`config.mk`:
```
export PLATFORM = sky130hd
export DESIGN_NAME = playfair_digraph_cipher
export DESIGN_NICKNAME = d
export VERILOG_FILES = /design/src/rtl/pfc_pkg.sv /design/src/rtl/pfc_lane.sv /design/src/rtl/pfc_merge.sv /design/src/rtl/playfair_digraph_cipher.sv
export SDC_FILE = /design/constraint.sdc
export NUM_CORES = 1
export LEC_CHECK = 0
export BUFFER_PORTS_ARGS = -buffer_cell sky130_fd_sc_hd__clkbuf_2
export CORE_MARGIN = 3
export CORE_UTILIZATION = 45
export CTS_CLUSTER_DIAMETER = 50
export CTS_CLUSTER_SIZE = 8
export DETAILED_ROUTE_END_ITERATION = 16
export HOLD_SLACK_MARGIN = 0.15
export SKIP_CTS_REPAIR_TIMING = 1
export SYNTH_ARGS = -nofsm -noshare
export SYNTH_HDL_FRONTEND = slang
export SYNTH_HIERARCHICAL = 1
export SYNTH_SLANG_ARGS = --single-unit
```
`constraint.sdc`:
```
create_clock -name clk -period 3.1 [get_ports clk]
set_input_delay 0 -clock clk [delete_from_list [all_inputs] [get_ports clk]]
set_output_delay 0 -clock clk [all_outputs]
set_load 0.05 [all_outputs]
```
`src/rtl/pfc_pkg.sv`:
```
// Shared types, constants and helpers of the Playfair digraph cipher.
package pfc_pkg;

  localparam int unsigned SIDE = 5;

  typedef logic [4:0] letter_t;
  typedef letter_t [SIDE-1:0] row_t;
  typedef row_t [SIDE-1:0] square_t;
  typedef logic [2:0] pos_t;

  typedef struct packed {
    logic    found;
    pos_t    row;
    pos_t    col;
    letter_t letter;
  } loc_t;

  localparam letter_t LETTER_PAD = 5'd0;
  localparam letter_t LETTER_I   = 5'd8;
  localparam letter_t LETTER_J   = 5'd9;

  localparam logic [2:0] REG_ROW_0   = 3'd0;
  localparam logic [2:0] REG_ROW_1   = 3'd1;
  localparam logic [2:0] REG_ROW_2   = 3'd2;
  localparam logic [2:0] REG_ROW_3   = 3'd3;
  localparam logic [2:0] REG_ROW_4   = 3'd4;
  localparam logic [2:0] REG_DECRYPT = 3'd5;

  localparam logic [24:0] ROW_0_RESET = 25'd4294688;
  localparam logic [24:0] ROW_1_RESET = 25'd10755269;
  localparam logic [24:0] ROW_2_RESET = 25'd16201099;
  localparam logic [24:0] ROW_3_RESET = 25'd21613104;
  localparam logic [24:0] ROW_4_RESET = 25'd27025109;

  // Step one place around the square, forward to encrypt, back to decrypt.
  function automatic pos_t step_pos(input pos_t v, input logic decrypt);
    pos_t r;
    if (decrypt) begin
      r = (v == 3'd0) ? 3'd4 : v - 3'd1;
    end else begin
      r = (v == 3'd4) ? 3'd0 : v + 3'd1;
    end
    return r;
  endfunction

endpackage

```
`src/rtl/pfc_lane.sv`:
```
// Lane that finds one letter's row and column in the key square.
module pfc_lane (
  input  pfc_pkg::square_t square,
  input  pfc_pkg::letter_t letter,
  output pfc_pkg::loc_t    loc
);

  always_comb begin
    loc.found  = 1'b0;
    loc.row    = 3'd0;
    loc.col    = 3'd0;
    loc.letter = letter;
    // later matches win: highest row, then highest column
    for (int r = 0; r < pfc_pkg::SIDE; r++) begin
      for (int c = 0; c < pfc_pkg::SIDE; c++) begin
        if (square[r][c] == letter) begin
          loc.found = 1'b1;
          loc.row   = 3'(r);
          loc.col   = 3'(c);
        end
      end
    end
  end

endmodule

```
`src/rtl/pfc_merge.sv`:
```
// Merge stage: applies the digraph rules to the two lane results.
module pfc_merge (
  input  pfc_pkg::square_t square,
  input  logic             decrypt,
  input  pfc_pkg::loc_t    loc_a,
  input  pfc_pkg::loc_t    loc_b,
  output pfc_pkg::letter_t out_first,
  output pfc_pkg::letter_t out_second,
  output logic             letter_missing
);

  pfc_pkg::pos_t ra, ca, rb, cb;
  logic          same_row, same_col;

  assign same_row = (loc_a.row == loc_b.row);
  assign same_col = (loc_a.col == loc_b.col);
  assign letter_missing = !loc_a.found || !loc_b.found;

  always_comb begin
    ra = loc_a.row;
    ca = loc_a.col;
    rb = loc_b.row;
    cb = loc_b.col;
    if (same_row && !same_col) begin
      ca = pfc_pkg::step_pos(loc_a.col, decrypt);
      cb = pfc_pkg::step_pos(loc_b.col, decrypt);
    end else if (same_col && !same_row) begin
      ra = pfc_pkg::step_pos(loc_a.row, decrypt);
      rb = pfc_pkg::step_pos(loc_b.row, decrypt);
    end else if (!same_row && !same_col) begin
      ca = loc_b.col;
      cb = loc_a.col;
    end
  end

  always_comb begin
    if (letter_missing || (same_row && same_col)) begin
      out_first  = loc_a.letter;
      out_second = loc_b.letter;
    end else begin
      out_first  = square[ra][ca];
      out_second = square[rb][cb];
    end
  end

endmodule

```
`src/rtl/playfair_digraph_cipher.sv`:
```
// Playfair digraph cipher top level: two lookup lanes and a merge stage.
// Two register stages: the lane registers (loc_a, loc_b), then the output register (m_tdata).
// Throughput: one digraph per cycle unless the output stalls; each stage holds one item.
// Stalls propagate back through the stage registers to s_tready.
// Reset clears both stage valids, loads the alphabet square without J and selects encrypt.
module playfair_digraph_cipher (
  input  logic        clk,
  input  logic        rst,
  input  logic        s_tvalid,
  output logic        s_tready,
  input  logic [15:0] s_tdata,   // first_letter[4:0], second_letter[9:5], second_present[10]
  output logic        m_tvalid,
  input  logic        m_tready,
  output logic [15:0] m_tdata,   // out_first[4:0], out_second[9:5], letter_missing[10]
  input  logic        cfg_we,
  input  logic [2:0]  cfg_index,
  input  logic [24:0] cfg_data
);

  pfc_pkg::square_t square;
  logic             decrypt;

  pfc_pkg::letter_t in_a, in_b;
  pfc_pkg::loc_t    lane_a, lane_b;
  pfc_pkg::loc_t    loc_a, loc_b;
  logic             lane_valid;
  logic             lane_ready;
  logic             out_ready;

  pfc_pkg::letter_t mrg_first, mrg_second;
  logic             mrg_missing;

  always_ff @(posedge clk) begin
    if (rst) begin
      square[0] <= pfc_pkg::ROW_0_RESET;
      square[1] <= pfc_pkg::ROW_1_RESET;
      square[2] <= pfc_pkg::ROW_2_RESET;
      square[3] <= pfc_pkg::ROW_3_RESET;
      square[4] <= pfc_pkg::ROW_4_RESET;
      decrypt   <= 1'b0;
    end else if (cfg_we) begin
      case (cfg_index)
        pfc_pkg::REG_ROW_0:   square[0] <= cfg_data;
        pfc_pkg::REG_ROW_1:   square[1] <= cfg_data;
        pfc_pkg::REG_ROW_2:   square[2] <= cfg_data;
        pfc_pkg::REG_ROW_3:   square[3] <= cfg_data;
        pfc_pkg::REG_ROW_4:   square[4] <= cfg_data;
        pfc_pkg::REG_DECRYPT: decrypt   <= cfg_data[0];
        default: ;
      endcase
    end
  end

  always_comb begin
    in_a = s_tdata[4:0];
    in_b = s_tdata[10] ? s_tdata[9:5] : pfc_pkg::LETTER_PAD;
    if (in_a == pfc_pkg::LETTER_J) begin
      in_a = pfc_pkg::LETTER_I;
    end
    if (in_b == pfc_pkg::LETTER_J) begin
      in_b = pfc_pkg::LETTER_I;
    end
  end

  pfc_lane u_lane_a (.square(square), .letter(in_a), .loc(lane_a));
  pfc_lane u_lane_b (.square(square), .letter(in_b), .loc(lane_b));

  assign out_ready  = !m_tvalid || m_tready;
  assign lane_ready = !lane_valid || out_ready;
  assign s_tready   = lane_ready;

  always_ff @(posedge clk) begin
    if (rst) begin
      lane_valid <= 1'b0;
    end else if (lane_ready) begin
      lane_valid <= s_tvalid;
    end
  end

  always_ff @(posedge clk) begin
    if (lane_ready && s_tvalid) begin
      loc_a <= lane_a;
      loc_b <= lane_b;
    end
  end

  pfc_merge u_merge (
    .square         (square),
    .decrypt        (decrypt),
    .loc_a          (loc_a),
    .loc_b          (loc_b),
    .out_first      (mrg_first),
    .out_second     (mrg_second),
    .letter_missing (mrg_missing)
  );

  always_ff @(posedge clk) begin
    if (rst) begin
      m_tvalid <= 1'b0;
    end else if (out_ready) begin
      m_tvalid <= lane_valid;
    end
  end

  always_ff @(posedge clk) begin
    if (out_ready && lane_valid) begin
      m_tdata <= {5'd0, mrg_missing, mrg_second, mrg_first};
    end
  end

endmodule

```
# Word-level counts from Yosys, hierarchy flattened
# Cells that the tools add are included.
# totals
output_inout_bits	18
regBits	163
# classes
n_addsub	8
reduce_logical	31
order_cmp	4
muxes	83
eq_ne	63
# op_table
operator	count
== test 5 bit	50
2-to-1 mux 6 bit	38
binary-select mux 25 bit (select 3 bit)	2
2-to-1 mux 3 bit	30
2-to-1 mux 25 bit	2
OR reduction 24 bit	2
2-to-1 mux 5 bit	7
binary-select mux 5 bit (select 3 bit)	2
== test 3 bit (second input constant)	6
< comparator 3 x 4 -> 1 bit (second input constant)	4
logical NOT 3 bit	5
2-to-1 mux 7 bit	2
adder 3 x 1 -> 3 bit (second input constant)	4
AND reduction 2 bit	6
subtractor 3 x 1 -> 3 bit (second input constant)	4
== test 5 x 4 -> 1 bit (second input constant)	2
OR reduction 5 bit	2
== test 3 x 2 -> 1 bit (second input constant)	2
== test 3 bit	2
logical AND 1 bit	6
logical NOT 1 bit	6
logical OR 1 bit	4
== test 3 x 1 -> 1 bit (second input constant)	1

# Longest topological paths before layout
# depth
word_depth	28
mapped_depth	13
depth_no_buf	10

# By module
# The synthesis kept the hierarchy.
# by_module_without_submodules
module	n_inst	area_each_um2	cells_each
playfair_digraph_cipher	1	6244.7	539
pfc_lane	2	1860.5	243
pfc_merge	1	3505.9	468

# Worst setup path before layout
# No wires, ideal clock.
# synth_timing
kind	register -> register
from	register loc_a[8] (netlist name)
to	register m_tdata[5], data pin
setup_slack_ns	0.082
path_stages_with_launch	10
t_arrival_ns	2.755
period_less_slack_ns	3.018
setup_ns	0.263
path_buffers	1
cell_sequence	edfxtp_1 -> xnor2_1 -> nand3_1 -> nand2_1 -> mux2i_1 -> buf_4 -> mux4_2 -> a32oi_1 -> and3_1 -> o22ai_1
# synth_between
elab_chain_cells	10
elab_cells_between_ends	17
# synth_lines
element	line	rtl
== test 3 bit (*)	pfc_merge.sv:15	assign same_row = (loc_a.row == loc_b.row);
logical NOT 1 bit	pfc_merge.sv:27, pfc_merge.sv:30	
logical AND 1 bit	pfc_merge.sv:27	end else if (same_col && !same_row) begin
2-to-1 mux 3 bit	pfc_merge.sv:27	
2-to-1 mux 3 bit	pfc_merge.sv:24	if (same_row && !same_col) begin
binary-select mux 25 bit (select 3 bit)	pfc_merge.sv:42	out_second = square[rb][cb];
2-to-1 mux 25 bit (implied by the code)	pfc_merge.sv:42	
binary-select mux 5 bit (select 3 bit)	pfc_merge.sv:42	
2-to-1 mux 5 bit (implied by the code)	pfc_merge.sv:42	
2-to-1 mux 5 bit (*)	pfc_merge.sv:37	if (letter_missing || (same_row && same_col)) begin
net mrg_second[0]	playfair_digraph_cipher.sv:30	pfc_pkg::letter_t mrg_first, mrg_second;
end signal, assigned	playfair_digraph_cipher.sv:107	m_tdata <= {5'd0, mrg_missing, mrg_second, mrg_first};
end, declared	playfair_digraph_cipher.sv:14	output logic [15:0] m_tdata,
# The timed path passes the listed nets; every way through them passes the cells marked *. The select of a mux whose other input is x is not followed.
# A chain may end at the register's enable or synchronous reset.

# Worst setup path after layout
# layout_timing
from	register loc_b[5] (netlist name)
to	register m_tdata[3], data pin
# layout_between
elab_chain_cells	9
elab_cells_between_ends	17
# layout_lines
element	line	rtl
== test 3 bit	pfc_merge.sv:16	assign same_col = (loc_a.col == loc_b.col);
logical AND 1 bit or logical NOT 1 bit (tied branches)	pfc_merge.sv:27, pfc_merge.sv:24, pfc_merge.sv:30	
2-to-1 mux 3 bit, or another cell as far along	pfc_merge.sv:27	
2-to-1 mux 3 bit, on equally long branches	pfc_merge.sv:24, pfc_merge.sv:30	
binary-select mux 25 bit (select 3 bit) or 2-to-1 mux 3 bit (tied branches)	pfc_merge.sv:41, pfc_merge.sv:27	
2-to-1 mux 25 bit (implied by the code) or 2-to-1 mux 3 bit (tied branches)	pfc_merge.sv:41, pfc_merge.sv:24	
binary-select mux 5 bit (select 3 bit)	pfc_merge.sv:41	out_first = square[ra][ca];
2-to-1 mux 5 bit (implied by the code)	pfc_merge.sv:41	
2-to-1 mux 5 bit (*)	pfc_merge.sv:37	
net mrg_first[3]	playfair_digraph_cipher.sv:30	
# Marks and branches as above.

==> flow_summary.yaml <==
die:
  die_area_sq_um: 32100
  ios: 67
  site_rows: 62
  height_of_the_die_um: 179
  chipWidth_um: 179
  core_area_sq_um: 29100
  floorplan.initialDensity_pct: 46.3
critical_path:
  worstSetupEndpoint: "m_tdata[3]"
  cp.required_ns: 3.30
  crit_type: "register to register"
  cp-end-kind: "register"
  arrival_ns: 3.25
  worst_setup_path_startpoint: "loc_b[5]"
  critical_path.startpoint_type: "register"
  start_of_the_worst_register_to_register_path: "loc_b[5]"
  rr_worst_depth: 11
  r2r_slack_ns: 0.05
  r2r-end: "m_tdata[3]"
  timing.critical_path.fanout_max: 13
synthesis:
  synth.cell_area_sq_um: 13500
  synthesis.instances: 1493
  synth_common_cells: "sky130_fd_sc_hd__xor2_1, sky130_fd_sc_hd__mux2i_1, sky130_fd_sc_hd__dfxtp_1, sky130_fd_sc_hd__nor2_1, sky130_fd_sc_hd__xnor2_1"
  synth_top_area_cell: "sky130_fd_sc_hd__dfxtp_1"
  synth_top_family_by_area: "simple AND/OR/NAND/NOR gates"
  ys_types: 90
  synth_compound_gate_area_share_pct: 12.3
  largest_cells_by_area_after_synthesis: "sky130_fd_sc_hd__dfxtp_1, sky130_fd_sc_hd__mux2i_1, sky130_fd_sc_hd__xor2_1"
  synthFlopType: "sky130_fd_sc_hd__dfxtp_1"
  post-synth-top-count-cell: "sky130_fd_sc_hd__xor2_1"
  yosys_warnings: 6
  synth-edff-count: 35
  synth_seq_cells: 163
  synth.mux.area_fraction_pct: 15.6
  async_reset_ff_share_pct: 0
  synth-xor-area-share_pct: 16.9
  synth_top_cell_area_share_pct: 19.0
  syn_area_per_cell_sq_um: 9.02
  area_share_of_and_or_nand_nor_cells_after_synthesis_pct: 19.9
  synth_seq_area_share_pct: 26.8
  synthesized_area_fraction_occupied_by_adder_cells_pct: 1.11
sta:
  skew_ns: 0.0148
  worstMarginPinSlew_ns: 1.06
  achievable-frequency_mhz: 328
  unrepaired_setup_endpoints_after_global_routing: "true"
  setup-violations-final: 0
  part_of_the_cycle_the_worst_path_needs_pct: 98.5
  final-max-slew-violation-count: 0
  hold_violations: 0
  setup_total_negative_slack_ns: 0
  postLayoutSetupSlackWorst_ns: 0.0479
  worst_slew_margin_rel_pct: 29.0
  period_minus_slack_ns: 3.05
clock_tree:
  htree_levels: 4
  cts_tree: "done"
  clock_insertion_delay_at_the_later_pin_of_the_skew_report_ns: 0.44
  cts-root-buf: "sky130_fd_sc_hd__clkbuf_16"
  cts-root-to-sink-buffers: 2
  cts.clk_slew.worst_paths_ns: 0.08
  cts_sinks: 163
  cts_buffers: 17
routing:
  num_vias: 12500
  drt_iter0_drc: 1692
  routed_wirelength_um: 52100
  firstDrtPassIters: 8
  detail-route-antenna-nets: 0
  routed_wire_length_per_instance_um: 25.9
  detail_route.drc_violations: 0
  avgViaCountPerCell: 6.22
placed_design:
  placement.setup.worst_slack_ns: -0.0638
  dp_hpwl_um: 39500
  portBuffers: 56
  placedCellCount: 1936
  gpl_congestion: 1.02
cells_and_area:
  post_layout_nonfiller_instances: 2015
  multiInputGateArea_sq_um: 9090
  fillers: 2684
  final_layout_size_suffix_gt1_share_pct: 19.7
  sequential_cell_area_sq_um: 3610
  final_net_count: 1679
  areaGrowthSynthToFinish_pct: 16.5
  final_antenna_diode_count: 0
power_and_ir_drop:
  leakage_power_summed_over_all_cells_nw: 6.60
  internal_power_mw: 4.88
  peakVddDrop_mv: 0.355
  pwr_density_cell_nw_per_um2: 503
  power.switching_mw: 3.01
  power.share.switching_pct: 38.2
  power.share.combinational_pct: 40.5
  clockPowerShare_pct: 29.0
  seqPwrFrac_pct: 30.5
flow_run:
  drv_cap: 0
min_path:
  hold_path_depth: 2
  min-delay-path-class: "input pin to register"
global_route:
  grt_pass1_vias: 11600
  overflow: 0
  grt_first_pass_wirelength_um: 75600
  grt_resource_usage_total_pct: 32.1
  grt_max_degree: 87
  antenna_found_initial: 1
status:
  result_of_the_run: "finished clean"
critical path: stages (launching register included):
cell	delay, ns
sky130_fd_sc_hd__edfxtp_1	0.41
sky130_fd_sc_hd__xor2_1	0.19
sky130_fd_sc_hd__or3_4	0.39
sky130_fd_sc_hd__buf_4	0.16
sky130_fd_sc_hd__buf_4	0.15
sky130_fd_sc_hd__nor2_1	0.15
sky130_fd_sc_hd__or2_4	0.20
sky130_fd_sc_hd__buf_12	0.16
sky130_fd_sc_hd__mux2_2	0.38
sky130_fd_sc_hd__o221ai_1	0.29
sky130_fd_sc_hd__a22oi_1	0.15
sky130_fd_sc_hd__o22a_1	0.18
worst min-delay path by stage:
stage | startpoint | end
floorplan | s_tvalid | lane_valid
global placement | s_tvalid | lane_valid
detailed placement | s_tvalid | lane_valid
CTS | s_tvalid | lane_valid
global route | s_tdata[2] | loc_a[2]
finish | s_tdata[2] | loc_a[2]
cell families (layout without fill, tap and decap cells):
group | Yosys count | after routing
compound gates | 232 | 232
xor+xnor | 260 | 260
fa+ha+maj | 12 | 12
buf+inv | 153 | 287
flops | 163 | 163
mux | 176 | 176
other cells | 1 | 5
simple gates | 496 | 496
layout by cell type (no fill, tap or decap), drive strengths merged, types with 7 or more instances in the layout:
| cell type | instances |
|---|---|
| nand4 | 14 |
| a31oi | 7 |
| a22oi | 26 |
| and2 | 14 |
| a21oi | 47 |
| mux4 | 27 |
| nand2 | 40 |
| xnor2 | 117 |
| and3 | 16 |
| nand2b | 99 |
| buf | 142 |
| dlygate4sd3 | 34 |
| o211ai | 8 |
| xor2 | 143 |
| o21ai | 31 |
| o22ai | 14 |
| mux2i | 142 |
| ha | 12 |
| o221ai | 7 |
| dfxtp | 128 |
| nand3 | 76 |
| a21o | 10 |
| nor2 | 125 |
| mux2 | 7 |
| clkbuf | 73 |
| nor2b | 11 |
| a211oi | 13 |
| inv | 35 |
| edfxtp | 35 |
| nor3 | 71 |
metal layers:
layer  share of wire, %  GRT usage (%)  vias up
met2                 43           48.2      758
met5              0.015              0        -
met3                 11           6.29      169
met1                 41           44.7     6040
met4                5.1           14.2        2
li1                   -              -     5561
area by class of cell:
type,count,area share [%]
multi-input combinational,1181,57.9
tap,384,3.06
sequential,163,23.0
clock inverter,15,1.23
inverter,23,0.550
clock buffer,17,2.71
timing repair buffer,232,11.5
stage by stage:
step	cell area, sq um	hold WS (ns)	power, mW	utilization [%]
after floorplan	13500	0.129	4.32	-
after global placement	14500	0.237	5.33	49.7
after detailed placement	14500	0.235	5.34	49.7
after CTS	15100	-0.229	7.62	51.8
after global routing	15700	0.150	8.18	53.9
final	15700	0.137	7.89	53.9
power groups by stage:
stage	sequential (mW)	clock, mW	combinational, mW
3_3_place_gp	2.45	0	2.88
6_report	2.41	2.29	3.19
2_1_floorplan	2.46	0	1.86
5_1_grt	2.41	2.39	3.37
4_1_cts	2.40	2.32	2.90
3_5_place_dp	2.45	0	2.89
sequential cells by signal (all words and copies together), names as in the netlist:
signal and flops:
square 125, loc_a 12, loc_b 12, m_tdata 11, decrypt 1, lane_valid 1, m_tvalid 1
Power figures use the tool's default switching activity.
